`config.mk`:
```
export PLATFORM = sky130hd
export DESIGN_NAME = ipv4_dest_port_filter
export DESIGN_NICKNAME = d
export VERILOG_FILES = /design/src/hw/rtl/ipdpf_pkg.sv /design/src/hw/rtl/ipdpf_parser.sv /design/src/hw/rtl/ipv4_dest_port_filter.sv
export SDC_FILE = /design/constraint.sdc
export NUM_CORES = 1
export LEC_CHECK = 0
export BUFFER_PORTS_ARGS = -buffer_cell sky130_fd_sc_hd__buf_2
export CELL_PAD_IN_SITES_DETAIL_PLACEMENT = 1
export CELL_PAD_IN_SITES_GLOBAL_PLACEMENT = 2
export CORE_MARGIN = 2
export CORE_UTILIZATION = 41
export CTS_CLUSTER_DIAMETER = 100
export CTS_CLUSTER_SIZE = 40
export DETAILED_ROUTE_END_ITERATION = 12
export PLACE_DENSITY_LB_ADDON = 0.1
export SLEW_MARGIN = 20
export SYNTH_ARGS = -nofsm -noshare
export SYNTH_HDL_FRONTEND = slang
export SYNTH_SLANG_ARGS = --single-unit
```
`constraint.sdc`:
```
create_clock -name i_clk -period 5.45 [get_ports i_clk]
set_input_delay 0.545 -clock i_clk [delete_from_list [all_inputs] [get_ports i_clk]]
set_output_delay 0.545 -clock i_clk [all_outputs]
set_load 0.01 [all_outputs]
```
`src/hw/rtl/ipdpf_pkg.sv`:
```
// Shared types and constants for the IPv4 destination port filter.
// No dependencies; imported by ipdpf_parser, ipv4_dest_port_filter and tb_top.
package ipdpf_pkg;

    localparam int unsigned CountW = 7;
    localparam int unsigned LenW   = 8;

    localparam logic [CountW-1:0] COUNT_MAX = 7'd127;

    // byte offsets within the frame
    localparam logic [CountW-1:0] POS_ETYPE_HI = 7'd12;
    localparam logic [CountW-1:0] POS_ETYPE_LO = 7'd13;
    localparam logic [CountW-1:0] POS_IHL      = 7'd14;
    localparam logic [CountW-1:0] POS_FRAG_HI  = 7'd20;
    localparam logic [CountW-1:0] POS_FRAG_LO  = 7'd21;
    localparam logic [CountW-1:0] POS_PROTO    = 7'd23;
    localparam logic [CountW-1:0] PORT_BASE    = 7'd16;   // 14 + 2

    localparam logic [LenW-1:0] ETH_HDR_LEN = 8'd14;
    localparam logic [LenW-1:0] IP_MIN_END  = 8'd34;      // 14 + 20
    localparam logic [LenW-1:0] L4_PORT_LEN = 8'd4;

    localparam logic [15:0] ETYPE_IPV4 = 16'h0800;
    localparam logic [7:0]  PROTO_TCP  = 8'd6;
    localparam logic [7:0]  PROTO_UDP  = 8'd17;
    localparam logic [3:0]  MIN_IHL    = 4'd5;

    // configuration register indexes
    localparam logic CFG_ALLOWED_PORT = 1'b0;
    localparam logic CFG_CHAIN_SLOT   = 1'b1;

    typedef enum logic [1:0] {
        VERDICT_DROP = 2'd0,
        VERDICT_PASS = 2'd1,
        VERDICT_CONT = 2'd2
    } t_verdict;

    typedef enum logic [3:0] {
        REASON_MATCH       = 4'd0,
        REASON_NOT_IPV4    = 4'd1,
        REASON_ETH_SHORT   = 4'd2,
        REASON_IP_SHORT    = 4'd3,
        REASON_BAD_IHL     = 4'd4,
        REASON_OPT_OVERRUN = 4'd5,
        REASON_LATER_FRAG  = 4'd6,
        REASON_NOT_L4      = 4'd7,
        REASON_PORTS_SHORT = 4'd8,
        REASON_PORT_MISS   = 4'd9
    } t_reason;

    // header fields as they stand after the current byte
    typedef struct packed {
        logic [LenW-1:0] frame_len;
        logic [15:0]     ether_type;
        logic [3:0]      header_words;
        logic [12:0]     frag_offset;
        logic [7:0]      l4_protocol;
        logic [15:0]     dest_port;
    } t_hdr;

    typedef struct packed {
        t_verdict    verdict;
        t_reason     reason;
        logic [7:0]  next_slot;
    } t_result;

endpackage

```
`src/hw/rtl/ipdpf_parser.sv`:
```
// Byte counter and header field capture for the destination port filter.
// Depends on ipdpf_pkg. Presents field values including the current byte.
module ipdpf_parser
    import ipdpf_pkg::*;
(
    input  logic       i_clk,
    input  logic       i_rst_n,
    input  logic       i_accept,
    input  logic [7:0] i_data_byte,
    input  logic       i_last_byte,
    output t_hdr       o_hdr
);

    logic [CountW-1:0] r_byte_count;
    logic [15:0]       r_ether_type;
    logic [3:0]        r_header_words;
    logic [12:0]       r_frag_offset;
    logic [7:0]        r_l4_protocol;
    logic [15:0]       r_dest_port;

    logic [CountW-1:0] n_byte_count;
    logic [CountW-1:0] port_at;
    t_hdr              hdr;

    // L4 port offset, 14 + 4*IHL + 2; always past byte 14
    assign port_at = PORT_BASE + {1'b0, r_header_words, 2'b00};

    always_comb begin
        hdr.frame_len    = {1'b0, r_byte_count} + 8'd1;
        hdr.ether_type   = r_ether_type;
        hdr.header_words = r_header_words;
        hdr.frag_offset  = r_frag_offset;
        hdr.l4_protocol  = r_l4_protocol;
        hdr.dest_port    = r_dest_port;
        if (r_byte_count == POS_ETYPE_HI) hdr.ether_type[15:8]  = i_data_byte;
        if (r_byte_count == POS_ETYPE_LO) hdr.ether_type[7:0]   = i_data_byte;
        if (r_byte_count == POS_IHL)      hdr.header_words      = i_data_byte[3:0];
        if (r_byte_count == POS_FRAG_HI)  hdr.frag_offset[12:8] = i_data_byte[4:0];
        if (r_byte_count == POS_FRAG_LO)  hdr.frag_offset[7:0]  = i_data_byte;
        if (r_byte_count == POS_PROTO)    hdr.l4_protocol       = i_data_byte;
        if (r_byte_count == port_at)      hdr.dest_port[15:8]   = i_data_byte;
        if (r_byte_count == port_at + 7'd1) hdr.dest_port[7:0]  = i_data_byte;
    end

    assign n_byte_count = (r_byte_count == COUNT_MAX) ? r_byte_count
                                                      : r_byte_count + 7'd1;

    always_ff @(posedge i_clk) begin
        if (!i_rst_n) begin
            r_byte_count   <= '0;
            r_ether_type   <= '0;
            r_header_words <= '0;
            r_frag_offset  <= '0;
            r_l4_protocol  <= '0;
            r_dest_port    <= '0;
        end else if (i_accept) begin
            if (i_last_byte) begin
                r_byte_count   <= '0;
                r_ether_type   <= '0;
                r_header_words <= '0;
                r_frag_offset  <= '0;
                r_l4_protocol  <= '0;
                r_dest_port    <= '0;
            end else begin
                r_byte_count   <= n_byte_count;
                r_ether_type   <= hdr.ether_type;
                r_header_words <= hdr.header_words;
                r_frag_offset  <= hdr.frag_offset;
                r_l4_protocol  <= hdr.l4_protocol;
                r_dest_port    <= hdr.dest_port;
            end
        end
    end

    assign o_hdr = hdr;

    a_clear_after_last: assert property (@(posedge i_clk) disable iff (!i_rst_n)
        (i_accept && i_last_byte) |=> (r_byte_count == '0 && r_ether_type == '0))
        else $error("frame state not cleared after last byte");

    a_count_step: assert property (@(posedge i_clk) disable iff (!i_rst_n)
        (i_accept && !i_last_byte && r_byte_count != COUNT_MAX)
        |=> (r_byte_count == $past(r_byte_count) + 7'd1))
        else $error("byte count did not advance");

    a_count_hold: assert property (@(posedge i_clk) disable iff (!i_rst_n)
        (i_accept && !i_last_byte && r_byte_count == COUNT_MAX)
        |=> (r_byte_count == COUNT_MAX))
        else $error("byte count left saturation");

endmodule

```
`src/hw/rtl/ipv4_dest_port_filter.sv`:
```
// IPv4 destination port filter: top level with verdict logic and output skid stage.
// Depends on ipdpf_pkg and ipdpf_parser.
//
// Takes an Ethernet frame one byte per transaction, starting at the destination
// MAC, with i_last_byte on the final byte. The parser counts bytes (saturating at
// 127, which covers every header offset used) and captures EtherType, IHL,
// fragment offset, protocol and the L4 destination port at 14+4*IHL+2. On the
// last byte one result transaction is produced: verdict (drop/pass/continue),
// the reason code of the first check that decided it, and the chain slot. Checks
// run in order: short Ethernet, not IPv4 (pass), short IP header, IHL<5,
// options past end of frame, non-zero fragment offset, not TCP/UDP (pass),
// short L4 ports, port mismatch; otherwise continue. The version nibble is not
// checked. Throughput is one byte per cycle while o_in_stall is low: the capture
// and the verdict are a few compares between the parser state and the result
// register. The result register has a one-entry skid stage behind it, so input
// is stalled only once two results wait while the output side stalls; o_out_valid
// is registered. Configuration (index 0 = allowed port, 1 = chain slot) is written
// on i_cfg_we; the user must do so while the block is idle (not enforced).
module ipv4_dest_port_filter
    import ipdpf_pkg::*;
(
    input  logic        i_clk,
    input  logic        i_rst_n,
    // configuration write port
    input  logic        i_cfg_we,
    input  logic        i_cfg_index,
    input  logic [15:0] i_cfg_data,
    // byte input
    input  logic        i_in_valid,
    output logic        o_in_stall,
    input  logic [7:0]  i_data_byte,
    input  logic        i_last_byte,
    // verdict output
    output logic        o_out_valid,
    input  logic        i_out_stall,
    output logic [1:0]  o_verdict,
    output logic [3:0]  o_reason,
    output logic [7:0]  o_next_slot
);

    logic [15:0] r_allowed_port;
    logic [7:0]  r_chain_slot;

    logic        r_out_valid;
    t_result     r_out;
    logic        r_skid_valid;
    t_result     r_skid;

    logic        in_accept;
    logic        new_result;
    logic        out_fire;
    logic        out_load;
    t_hdr        hdr;
    t_result     res;
    logic [LenW-1:0] l4_at;

    // config registers
    always_ff @(posedge i_clk) begin
        if (!i_rst_n) begin
            r_allowed_port <= '0;
            r_chain_slot   <= '0;
        end else if (i_cfg_we) begin
            unique case (i_cfg_index)
                CFG_ALLOWED_PORT: r_allowed_port <= i_cfg_data;
                CFG_CHAIN_SLOT:   r_chain_slot   <= i_cfg_data[7:0];
                default:          ;
            endcase
        end
    end

    assign in_accept  = i_in_valid && !r_skid_valid;
    assign new_result = in_accept && i_last_byte;

    ipdpf_parser u_parser (
        .i_clk       (i_clk),
        .i_rst_n     (i_rst_n),
        .i_accept    (in_accept),
        .i_data_byte (i_data_byte),
        .i_last_byte (i_last_byte),
        .o_hdr       (hdr)
    );

    // end of IP header in bytes; max 74
    assign l4_at = ETH_HDR_LEN + {2'b00, hdr.header_words, 2'b00};

    // ordered checks, first hit decides
    always_comb begin
        res.next_slot = r_chain_slot;
        priority if (hdr.frame_len < ETH_HDR_LEN) begin
            res.verdict = VERDICT_DROP;
            res.reason  = REASON_ETH_SHORT;
        end else if (hdr.ether_type != ETYPE_IPV4) begin
            res.verdict = VERDICT_PASS;
            res.reason  = REASON_NOT_IPV4;
        end else if (hdr.frame_len < IP_MIN_END) begin
            res.verdict = VERDICT_DROP;
            res.reason  = REASON_IP_SHORT;
        end else if (hdr.header_words < MIN_IHL) begin
            res.verdict = VERDICT_DROP;
            res.reason  = REASON_BAD_IHL;
        end else if (hdr.frame_len < l4_at) begin
            res.verdict = VERDICT_DROP;
            res.reason  = REASON_OPT_OVERRUN;
        end else if (hdr.frag_offset != '0) begin
            res.verdict = VERDICT_DROP;
            res.reason  = REASON_LATER_FRAG;
        end else if (hdr.l4_protocol != PROTO_TCP && hdr.l4_protocol != PROTO_UDP) begin
            res.verdict = VERDICT_PASS;
            res.reason  = REASON_NOT_L4;
        end else if (hdr.frame_len < l4_at + L4_PORT_LEN) begin
            res.verdict = VERDICT_DROP;
            res.reason  = REASON_PORTS_SHORT;
        end else if (hdr.dest_port != r_allowed_port) begin
            res.verdict = VERDICT_DROP;
            res.reason  = REASON_PORT_MISS;
        end else begin
            res.verdict = VERDICT_CONT;
            res.reason  = REASON_MATCH;
        end
    end

    // output register + skid entry
    assign out_fire = r_out_valid && !i_out_stall;
    assign out_load = !r_out_valid || out_fire;

    always_ff @(posedge i_clk) begin
        if (!i_rst_n) begin
            r_out_valid  <= 1'b0;
            r_skid_valid <= 1'b0;
        end else begin
            if (out_load) begin
                r_out_valid <= r_skid_valid || new_result;
            end
            if (r_skid_valid) begin
                if (out_fire) r_skid_valid <= 1'b0;
            end else if (new_result && !out_load) begin
                r_skid_valid <= 1'b1;
            end
        end
    end

    always_ff @(posedge i_clk) begin
        if (out_load) begin
            r_out <= r_skid_valid ? r_skid : res;
        end
        if (!r_skid_valid && new_result && !out_load) begin
            r_skid <= res;
        end
    end

    assign o_in_stall  = r_skid_valid;
    assign o_out_valid = r_out_valid;
    assign o_verdict   = r_out.verdict;
    assign o_reason    = r_out.reason;
    assign o_next_slot = r_out.next_slot;

    a_skid_behind_out: assert property (@(posedge i_clk) disable iff (!i_rst_n)
        r_skid_valid |-> r_out_valid)
        else $error("skid entry held with empty output register");

    a_cont_is_match: assert property (@(posedge i_clk) disable iff (!i_rst_n)
        (o_out_valid && o_verdict == VERDICT_CONT) |-> (o_reason == REASON_MATCH))
        else $error("continue verdict without port match reason");

    a_pass_reason: assert property (@(posedge i_clk) disable iff (!i_rst_n)
        (o_out_valid && o_verdict == VERDICT_PASS)
        |-> (o_reason == REASON_NOT_IPV4 || o_reason == REASON_NOT_L4))
        else $error("pass verdict with unexpected reason");

    a_skid_fill: assert property (@(posedge i_clk) disable iff (!i_rst_n)
        (new_result && r_out_valid && i_out_stall) |=> r_skid_valid)
        else $error("result lost while output stalled");

endmodule

```
[Word level (Yosys, flattened, before mapping)]
Index checks and enable logic that the tools add are counted.
Word-level totals
  flip-flop bits (word level): 118
  input bits: 31
  output and inout port bits: 16
  logic and storage cells: 87
Operators by class
  mux-type cells: 28
  bitwise gates (word level): 1
  reduce and logical (&&, ||, !) cells: 17
  order comparisons: 5
  add/sub/neg operators: 6
  eq/ne operators: 14
Operators with widths (count)
  $mux 8: 7
  $mux 6: 9
  $mux 16: 2
  $eq 7x4->1 const B: 3
  $eq 7x5->1 const B: 3
  $ne 16x12->1 const B: 1
  $ne 16x16->1: 1
  $add 7x1->7 const B: 2
  $eq 7x7->1: 2
  $mux 14: 1
  $mux 7: 2
  $mux 13: 1
  $reduce_bool 13->1: 1
  $add 7x1->8 const B: 1
  $add 7x3->8 const B: 1
  $lt 8x4->1 const B: 1
  $lt 8x6->1 const B: 1
  $lt 8x7->1: 1
  $lt 8x8->1: 1
  $mux 4: 2
  $ne 8x3->1 const B: 1
  $ne 8x5->1 const B: 1
  $add 4x6->7 const A: 1
  $add 5x6->7 const A: 1
  other kinds (10): 24

[Depth between registers and ports, before layout]
  depth after elaboration: 15
  gate-level depth with buffers: 17
  mapped depth without buffers: 15

[Modules after synthesis]
Synthesis repeated with hierarchy kept, for this count alone.
Unflattened totals
  cell total of the unflattened synthesis: 659
  area total of the unflattened synthesis: 6302.3 um^2
By module, submodules not included
  ipdpf_parser: area an instance 3537.1 um^2, instances 1, sequential area each 1281.2 um^2, cells each 385
  ipv4_dest_port_filter: area an instance 2765.2 um^2, instances 1, sequential area each 1361.3 um^2, cells each 274

[Worst setup path after synthesis]
No wires, ideal clock.
  path kind: flip-flop to flip-flop
  from: reg u_parser.r_byte_count[3]
  to: reg r_out, in the netlist o_reason[3] (data pin)
  data required time: 5.195 ns
  setup time: 0.255 ns
  path buffers: 3
  period minus slack after synthesis: 3.403 ns
  stages on the path, launching flop included: 17
  arrival time: 3.148 ns
  setup slack: 2.047 ns
  cells stage by stage: dfxtp_1 -> buf_2 -> and2_1 -> clkbuf_1 -> nand3_1 -> buf_2 -> o31ai_1 -> nand2b_1 -> nand2_1 -> ha_1 -> a21oi_1 -> o21ai_0 -> o211a_1 -> a311o_1 -> and2_1 -> nor2b_1 -> a31o_1
Between the ends
  cells in the longest elaborated chain, start to end: 14
  elaborated cells between the ends (all ways): 40
  those cells by class: add/sub (3); order compare (5); eq/ne (12); mux (18); reduce/logical (2)
Ends and longest elaborated chain
  start: declaration: line ipdpf_parser.sv:14  | logic [CountW-1:0] r_byte_count;
  start signal: assignment: line ipdpf_parser.sv:65  | r_byte_count <= n_byte_count;
  $eq 7x4->1: line ipdpf_parser.sv:37  | if (r_byte_count == POS_IHL) hdr.header_words = i_data_byte[3:0];
  $mux 4: line ipdpf_parser.sv:37
  $add 4x6->7: line ipv4_dest_port_filter.sv:84  | assign l4_at = ETH_HDR_LEN + {2'b00, hdr.header_words, 2'b00};
  $add 7x3->8: line ipv4_dest_port_filter.sv:110  | end else if (hdr.frame_len < l4_at + L4_PORT_LEN) begin
  $lt 8x8->1: line ipv4_dest_port_filter.sv:110
  $mux 6: line ipv4_dest_port_filter.sv:110
  $mux 6: line ipv4_dest_port_filter.sv:107  | end else if (hdr.l4_protocol != PROTO_TCP && hdr.l4_protocol != PROTO_UDP) begin
  $mux 6: line ipv4_dest_port_filter.sv:104  | end else if (hdr.frag_offset != '0) begin
  $mux 6: line ipv4_dest_port_filter.sv:101  | end else if (hdr.frame_len < l4_at) begin
  $mux 6: line ipv4_dest_port_filter.sv:98  | end else if (hdr.header_words < MIN_IHL) begin
  $mux 6: line ipv4_dest_port_filter.sv:95  | end else if (hdr.frame_len < IP_MIN_END) begin
  $mux 6: line ipv4_dest_port_filter.sv:92  | end else if (hdr.ether_type != ETYPE_IPV4) begin
  $mux 6 *: line ipv4_dest_port_filter.sv:89  | priority if (hdr.frame_len < ETH_HDR_LEN) begin
  $mux 14 *: line ipv4_dest_port_filter.sv:144  | r_out <= r_skid_valid ? r_skid : res;
  end signal: assignment: line ipv4_dest_port_filter.sv:144
  end: declaration: line ipv4_dest_port_filter.sv:45  | t_result r_out;
Every way passes the cells marked *; elsewhere a longest branch is shown, timed or not.
A chain may end at the register's enable or synchronous reset.

[Worst setup path after layout]
  from: reg u_parser.r_byte_count[4]
  to: reg r_out, in the netlist o_reason[3] (data pin)
The elaborated chain is that of the path after synthesis.

==> results.txt <==
* Layout overhead on the synthesized area: 14.9%
* Clock net sink count: 118
* Die outline height: 128 µm
- VDD sags by at most 0.000250 V.
- Final weighted congestion of routability-driven global placement: between 0.8 and 0.9
* Start point of the critical path: u_parser.r_byte_count[4]
* IO Port Bufs: 46
* Number of global-route vias before repair: 5,371
* Router iterations before antenna repair: 4
- In the final timing run, aggregate negative setup slack is 0 ns.
- The clock tree synthesis step divided the H-tree into 4 levels.
* Number of max-cap violations: 0
- Clock skew on the completed layout was measured at 0.0144 ns.
- # resized after CTS: 0
- Leading post-synthesis cells by instance count: dfxtp_1, nand2_1, nor2b_1, a22oi_1, clkbuf_1
- Setup repair after global routing left no endpoint under its margin.
* Total die area: between 15,000 and 20,000 µm²
- Filler instances: about 1,800
- Site row count: 45
- Of all nets on the critical path, the largest fanout is 11.
* Power after layout: 2.25 mW
- Sequential cell area fraction in the yosys report: 0.420
* Transition time of the tightest slew-check pin: 1.07 ns
* Num CTS Buffers: 17
* Number of buffers on the longest clock path: 2
- Tightest Hold Check Type: in -> reg
* Sum of routed wire length over all layers: ~18,000 µm
- TritonCTS built the clock tree.
* Worst-path clk slew: 0.05 ns
- R2R Setup Slk: 1.27 ns
- DRC marker count from the first detailed-route iteration: around 220
- Once layout is complete, the utilization of the core stands at 0.479.
- Number of instances in the synthesized netlist: 684
* Final-stage net count: 758
* Largest cells by area after synthesis: dfxtp_1, edfxtp_1, nor2b_1
- Largest net degree at the start of global routing: between 90 and 100
* Post-DP HPWL: 12,800 µm
- # setup viols final: 0
* Yosys reg bits: 118
- The repair_antennas step left the layout with diodes totalling 0.
- Summed over all cells, the static leakage comes to 2.70 nW.
* Share of synthesized registers carrying an async set or reset: 0
- The initial antenna violation count came to 0.
- Minimum period implied by the final worst setup slack: 4.18 ns
* Via count of the routed design: between 5,000 and 6,000
- Hold buffer count at CTS: 0
* Syn nets: 731
- Slew headroom: 0.284
- Setup bufs post-CTS: 0
- For this run, design rule violations remaining after detail routing come to 0.
- Dividing total power by cell area gives a power density of 311 nW/µm².
- Of all cell types, the one taking the most synthesized area is dfxtp_1.
- Once detail routing completed, the nets flagged for antenna violations numbered 0.
* GRT Total Usage: 0.235
- The worst hold path passes through 3 cells.
- Run status: finished, final reports clean
- For this configuration, the core starts out at a cell density of 0.417.
* Die Span X: about 130 µm
* Total overflow reported by the global router: 0
- Data on the critical path is required at its endpoint by 5.62 ns.
* Data arrival time at the worst-slack endpoint: 4.35 ns
- Share of the synthesized area in the top cell type: 0.287
- In this run the standard cell core region covers 15,100 µm².
- Startpoint of the most critical register-to-register path: u_parser.r_byte_count[4]
* Hold Startpoint: i_cfg_data[13]
* Average vias per placed instance: 5.67
- The number of pins exceeding their max-slew limit in the final report was 0.
* Post-synth EDFFs: 28
- For this run, the top clock speed supported by timing is between 200 and 250 MHz.
- After synthesis, the netlist uses between 60 and 70 different library cells.
* Startpoint kind of the worst setup timing path: register
* Clock latency of the later-clocked register in the worst-skew pair: between 0.4 and 0.5 ns
- Counting cells, the worst reg-to-reg path comes to 14.
* Hold Fails Final Rpt: 0
* Routed length per instance: 20.1 µm
- The worst setup path is of the reg -> reg kind.
* Wire length of the first global-routing pass: 29,500 µm
* Share of the clock period used by the worst path after layout: 0.767
* Cell area after synthesis: 6290 µm²
* Hold WS: 0.376 ns
* Ports: between 40 and 50
- After synthesis, the mean cell area works out to 9.19 µm².
* Yosys synthesis warning count: 0
* Most used flip-flop cell after synthesis: dfxtp_1
* Clock Root Buffer: clkbuf_16
- Share of layout cells above drive strength 1: 0.151
- Most frequent cell after synthesis: dfxtp_1
* Element type at the critical path end: register
critical path, cell delays in order (launching register included):
cell      delay [ns]
dfxtp_1         0.43
nor3_1          0.46
nand3_1         0.50
mux2i_1         0.40
inv_1           0.12
nand2b_1        0.12
nand2_1         0.07
ha_1            0.30
a21oi_1         0.16
o21ai_0         0.17
o211a_1         0.29
a311o_1         0.35
and2_1          0.19
nor2b_1         0.15
a31o_1          0.22
final timing paths:
| check | to |
|---|---|
| max | o_reason[3] |
| min | r_allowed_port[13] |
| max reg2reg | o_reason[3] |
| min reg2reg | r_skid[4] |
layout make-up:
class / instances / area [µm²] / share of cell area
clock buffers: 18 / 429 / 0.0594
clock inverters: 14 / 183 / 0.0253
inverters: 22 / 82.6 / 0.0114
multi-input cells: 503 / 3400 / 0.470
flip-flops and latches: 118 / 2640 / 0.366
well taps: 188 / 235 / 0.0326
repair buffers: 49 / 253 / 0.0350
routing by layer:
metal  vias up  track usage  routed length, µm
met5         -            0                  0
met2       104        0.402               9090
met1      2551        0.293               8230
li1       2503            -                  -
met4         0       0.0802                216
met3        16       0.0543                801
flip-flops by register name, indices dropped and copies added, names as in the netlist:
| name | flops |
|---|---|
| u_parser.r_header_words | 4 |
| u_parser.r_frag_offset | 13 |
| o_reason | 4 |
| o_next_slot | 8 |
| r_skid | 14 |
| o_in_stall | 1 |
| u_parser.r_dest_port | 16 |
| u_parser.r_ether_type | 16 |
| o_out_valid | 1 |
| u_parser.r_l4_protocol | 8 |
| r_allowed_port | 16 |
| u_parser.r_byte_count | 7 |
| r_chain_slot | 8 |
| o_verdict | 2 |
metrics by stage:
| stage | worst slack [ns] | cells | cell area (µm²) |
|---|---|---|---|
| global route | 0.902 | 912 | 7220 |
| finish | 1.27 | 912 | 7220 |
| CTS | 1.30 | 912 | 7220 |
| global placement | 1.63 | 880 | 6610 |
| floorplan | 2.05 | 684 | 6290 |
| detailed placement | 1.34 | 880 | 6610 |
report_power, final:
group	leakage (nW)	switching, mW	internal (mW)	total, mW
Clock	0.291	0.412	0.760	1.17
Sequential	1.03	0.0127	0.911	0.924
Combinational	1.38	0.0958	0.0532	0.149
Total	2.70	0.521	1.72	2.25
kinds of logic after synthesis:
| family | Yosys count | synth area share |
|---|---|---|
| AOI/OAI and AO/OA | 174 | 0.192 |
| xor gates and xnor gates | 28 | 0.0450 |
| adders and majority gates | 17 | 0.0334 |
| buffers and inverters | 63 | 0.0398 |
| DFF | 118 | 0.420 |
| muxes | 31 | 0.0515 |
| other | 1 | 0.000596 |
| and+or+nand+nor | 252 | 0.217 |
cells in the final DEF, fill, tap and decap left out, types with 3 or more instances in the layout:
cell type and n:
nand2b_1 5, a21boi_0 26, clkinvlp_4 3, o22ai_1 4
clkbuf_16 17, o31ai_1 5, o21a_1 4, o21ai_1 6
mux2_2 11, mux2i_1 20, nand3_1 21, o211ai_1 3
nor2b_1 67, clkinv_2 3, xnor2_2 4, xor2_1 13
and2_1 12, a22oi_1 56, dfxtp_1 90, buf_4 3
inv_1 20, a21oi_1 22, bufinv_16 4, ha_1 16
nor4_1 5, buf_2 46, edfxtp_1 28, nand4_1 6
nor2_1 28, nor3_1 15, xnor2_1 10, and3_1 5
o21ai_0 21, nand2_1 71, a21o_1 6
No activity file was read; power rests on OpenSTA's default activity.
